## config.mk

```make
export PLATFORM = sky130hd
export DESIGN_NAME = shd_cell
export DESIGN_NICKNAME = d
export VERILOG_FILES = /design/src/hdl/shd_pkg.sv /design/src/hdl/shd_cell.sv
export SDC_FILE = /design/constraint.sdc
export NUM_CORES = 1
export LEC_CHECK = 0
export ABC_AREA = 1
export BUFFER_PORTS_ARGS = -buffer_cell sky130_fd_sc_hd__buf_2
export CORE_MARGIN = 10
export CORE_UTILIZATION = 50
export CTS_CLUSTER_DIAMETER = 40
export DETAILED_ROUTE_END_ITERATION = 16
export MAX_ROUTING_LAYER = met4
export PLACE_DENSITY = 0.89
export SYNTH_ARGS = -nofsm -noshare
export SYNTH_HDL_FRONTEND = slang
export SYNTH_SLANG_ARGS = --single-unit
export TNS_END_PERCENT = 30
```

## constraint.sdc

```tcl
create_clock -name clk -period 4.8 [get_ports clk]
set_clock_uncertainty 0.15 [all_clocks]
set_input_delay 0.24 -clock clk [delete_from_list [all_inputs] [get_ports clk]]
set_output_delay 0.24 -clock clk [all_outputs]
set_load 0.1 [all_outputs]
```

## src/hdl/shd_pkg.sv

```systemverilog
package shd_pkg;

  localparam int CMD_W    = 2;
  localparam int SYM_IN_W = 8;
  localparam int IDX_W    = 8;
  localparam int CFG_W    = 9;
  localparam int DIST_W   = 9;
  localparam int WS_W     = 32;

  localparam logic [CMD_W-1:0] CMD_PATTERN = 2'd0;
  localparam logic [CMD_W-1:0] CMD_TEXT    = 2'd1;
  localparam logic [CMD_W-1:0] CMD_RESTART = 2'd2;

  localparam logic [DIST_W-1:0] DIST_SAT = 9'd511;

  typedef struct packed {
    logic wr;
    logic step;
  } cell_ctl_t;

endpackage

```

## src/hdl/shd_cell.sv

```systemverilog
module shd_cell #(
  parameter int SYMBOL_BITS = 8,
  parameter int SUM_W       = 9
) (
  input  logic                   clk,
  input  shd_pkg::cell_ctl_t     ctl,
  input  logic [SYMBOL_BITS-1:0] bcast,
  input  logic [SYMBOL_BITS-1:0] text_in,
  input  logic [SUM_W-1:0]       sum_in,
  output logic [SYMBOL_BITS-1:0] text_out,
  output logic [SUM_W-1:0]       sum_out
);
  import shd_pkg::*;

  logic [SYMBOL_BITS-1:0] pat_r;
  logic [SYMBOL_BITS-1:0] text_r;
  logic [SUM_W-1:0]       sum_r;

  // Each step adds this cell's mismatch to the partial sum handed over by its neighbor.
  always_ff @(posedge clk) begin
    if (ctl.wr) begin
      pat_r <= bcast;
    end
    if (ctl.step) begin
      text_r <= text_in;
      sum_r  <= sum_in + SUM_W'(pat_r != bcast);
    end
  end

  assign text_out = text_r;
  assign sum_out  = sum_r;
endmodule

```

======== After elaboration in Yosys (flattened, before gate mapping) ========
Index checks and enable logic that the tools add are counted.
W data, S select, Z words.
operators by class
  add/sub/neg operators ................... 1
  equality and inequality tests ........... 1
operator list
  kind           number
  $add A9 B1 Y9  1
  $ne A8 B8 Y1   1
word-level totals
  logic and storage cells ................. 5
  bits in registers ....................... 25
  bits of input ports ..................... 28

======== Depth between registers and ports, before layout ========
  word-level depth ........................ 2
  depth in mapped cells ................... 13
  mapped depth without buffers ............ 13

======== Worst setup path after synthesis ========
OpenSTA, ideal clock, no wires.
  kind .................................... register -> register
  from .................................... reg pat_r[5]
  to ...................................... reg sum_r[4] (netlist: sum_out[4]) (data pin)
  data arrival time ....................... 1.348 ns
  clock period less this slack ............ 1.758 ns
  stages on the path, launching flop included .. 12
  slack ................................... 3.042 ns
  cells stage by stage .................... edfxtp_1 > inv_1 > nand2_1 > nand2_1 > nand2_1 > nor2_1 > nand2_1 > ha_1 > ha_1 > nand2_2 > nor2_4 > xor2_1
on the way
  longest elaborated chain between the ends .. 2
ends and longest elaborated chain
  element                 line            source
  from (decl)             shd_cell.sv:15  logic [SYMBOL_BITS-1:0] pat_r;
  from (signal assigned)  shd_cell.sv:22  pat_r <= bcast;
  $ne A8 B8 Y1            shd_cell.sv:26  sum_r <= sum_in + SUM_W'(pat_r != bcast);
  $add A9 B1 Y9           shd_cell.sv:26
  to (signal assigned)    shd_cell.sv:26
  to (decl)               shd_cell.sv:17  logic [SUM_W-1:0] sum_r;
Every way passes these cells.
A chain may end at the register's enable or synchronous reset.

======== Worst setup path in the final report ========
  from .................................... in bcast[0]
  to ...................................... reg sum_r[6] (netlist: sum_out[6]) (data pin)
on the way
  longest elaborated chain between the ends .. 2
ends and longest elaborated chain
  element        line            source
  from (decl)    shd_cell.sv:7   input logic [SYMBOL_BITS-1:0] bcast,
  $ne A8 B8 Y1   shd_cell.sv:26
  $add A9 B1 Y9  shd_cell.sv:26
Every way passes these cells.

==> impl_metrics.json <==
{
  "max_freq_mhz": 471,
  "clk_pin_slew_ns": 0.12,
  "irDropWorstVdd_mv": 0.195,
  "synthArstFlopShare_pct": 0,
  "rsz0062_at_grt": "no",
  "syn_to_final_growth_pct": 40.2,
  "setup_violations": 0,
  "syn_nets": 122,
  "start_kind": "input pin",
  "max_slew_margin_pct": 66.9,
  "drive_gt1_share_pct": 34.0,
  "status": "finished clean",
  "routabilityCongestion": 0.890,
  "critical_path_arrival_ns": 2.06,
  "portBuffers": 44,
  "die_x_um": 66.8,
  "cts_tree": "yes",
  "hp-class": "in -> reg",
  "grt_max_degree": 18,
  "fp.coreArea_mm2": 0.00202,
  "synth_area_leaders": "edfxtp_1, nand2_1, inv_1",
  "seq_area_frac_synth_pct": 68.6,
  "ios": 45,
  "n_antenna_cell": 0,
  "grt_pass1_vias": 948,
  "grt-ovfl-total": 0,
  "cts_buffers": 3,
  "end_kind": "register",
  "yosysUniqueCellTypes": 16,
  "synth_area_mm2": 0.00109,
  "tightest_slew_ns": 0.501,
  "synth_edf_count": 25,
  "die_h_um": 66.8,
  "clkSinkCount": 25,
  "yosys.area.top_type": "edfxtp_1",
  "finalCritPeriodShare_pct": 44.2,
  "synth.most_common_cell": "nand2_1",
  "yosys-top-cells-count": "nand2_1, edfxtp_1, inv_1",
  "setup_ws_ns": 2.68,
  "grt_pass1_wl_um": 4910,
  "yosys_warnings": 0,
  "num_vias": 899,
  "synth_area_per_cell_um2": 11.9,
  "p_leak_nw": 0.735,
  "final_cells": 183,
  "tns_ns": 0,
  "netlist_instances": 92,
  "hold_viol": 0,
  "place_area_mm2": 0.00135,
  "wl_per_cell_um": 16.8,
  "drt_iter0_markers": 75,
  "dr.pass1.iters": 4,
  "insertion_delay_ns": 0.32,
  "path_class": "in -> reg",
  "yosys_register_bits": 25,
  "report.final.slew_viol_count": 0,
  "yosys.area.top_type_share_pct": 68.6,
  "dieArea_mm2": 0.00446,
  "max-clock-path-buffers": 2,
  "avgViaCountPerCell": 4.91,
  "dpl.cell_count": 163,
  "power.density_mw_per_mm2": 334,
  "fill_cells": 128,
  "final_nets": 187,
  "max_cap_violations": 0,
  "grt_use_total_pct": 15.0,
  "final_antenna_net_count": 0,
  "antenna_found_initial": 0,
  "rows": 16,
  "fin_crit_ns": 2.12,
  "crit_path_max_fanout": 4,
  "fin_util_pct": 75.9,
  "initial_core_util_pct": 54.1,
  "htreeDepth": 1,
  "drt_wl_total_um": 3070,
  "drc": 0,
  "ys_dominant_reg_cell": "edfxtp_1",
  "cts_root_buf": "clkbuf_4",
  "crit_required_ns": 4.74,
  "final_area_mm2": 0.00154,
  "hpwlAfterDp_um": 2110,
  "dp_slack_ns": 2.91
}
## worst max-delay path: stages
cell	delay [ns]
dlygate4sd3_1	0.53
buf_2	0.14
inv_1	0.06
nand2_1	0.06
nand2_1	0.05
nand2_1	0.05
nor2_1	0.04
nand2_1	0.05
ha_1	0.17
ha_1	0.21
nand2_2	0.10
nor2_4	0.14
nand2_2	0.08
xnor2_2	0.12
## layout make-up
type	instances	area [um2]	area share (%)
inverter	17	63.8	4.16
multi-input combinational	50	280	18.3
sequential	25	751	48.9
clock buffer	4	26.3	1.71
timing repair buffer	60	380	24.8
tap	27	33.8	2.20
## power breakdown
group | switching, mW | total [mW] | internal [mW]
clock network | 0.0611 | 0.0936 | 0.0325
registers | 0.00565 | 0.266 | 0.260
logic | 0.119 | 0.153 | 0.0338
## through the flow
stage	total power, mW	hold WS [ns]
2_1_floorplan	0.376	0.189
3_3_place_gp	0.407	0.267
3_5_place_dp	0.411	0.269
4_1_cts	0.505	0.00390
5_1_grt	0.530	0.0667
6_report	0.512	0.0564
## path summary, 6_finish.rpt
path             start         end  slack (ns)  depth (start not counted)
max           bcast[0]  sum_out[6]        2.68                         14
min          sum_in[8]  sum_out[8]        0.06                          3
max reg2reg   pat_r[0]  sum_out[8]        2.85                         12
min reg2reg   pat_r[2]  sum_out[0]        0.67                          5
## state kept, by name, indices dropped and copies added (netlist names)
name,flops
text_out,8
sum_out,9
pat_r,8
## per-layer routing
| metal | vias up | global-route usage, % | part of all wire, % |
|---|---|---|---|
| met5 | - | - | 0 |
| met1 | 422 | 14.8 | 33 |
| met2 | 47 | 27.5 | 56 |
| li1 | 421 | - | - |
| met3 | 9 | 3.01 | 7.7 |
| met4 | 0 | 6.81 | 3.1 |
## cells in the final DEF, fill, tap and decap left out
master	n
buf_2	44
nand2_1	29
edfxtp_1	25
inv_1	17
dlygate4sd3_1	16
xor2_1	4
xnor2_1	3
clkbuf_4	3
nor2_1	2
nand2_2	2
ha_1	2
nor2_4	1
nand3_1	1
nand4_1	1
nand3_2	1
nor3_1	1
o21ai_0	1
xnor2_2	1
nor2_2	1
clkbuf_1	1
## cells by family after synthesis
logic type	share of synthesized area [%]
adder cells (fa/ha/maj)	2.29
buffers and inverters	5.83
AO/OA/AOI/OAI	0.457
AND/OR/NAND/NOR	15.8
XOR/XNOR	7.09
flip-flops	68.6
## repair_timing
| action | 4_1_cts | 5_1_grt |
|---|---|---|
| hold buffers | 15 | 1 |
| gates resized for setup | 0 | 0 |
| hold endpoints to repair | 15 | 1 |
| setup buffers | 0 | 0 |
Power figures use the tool's default switching activity.
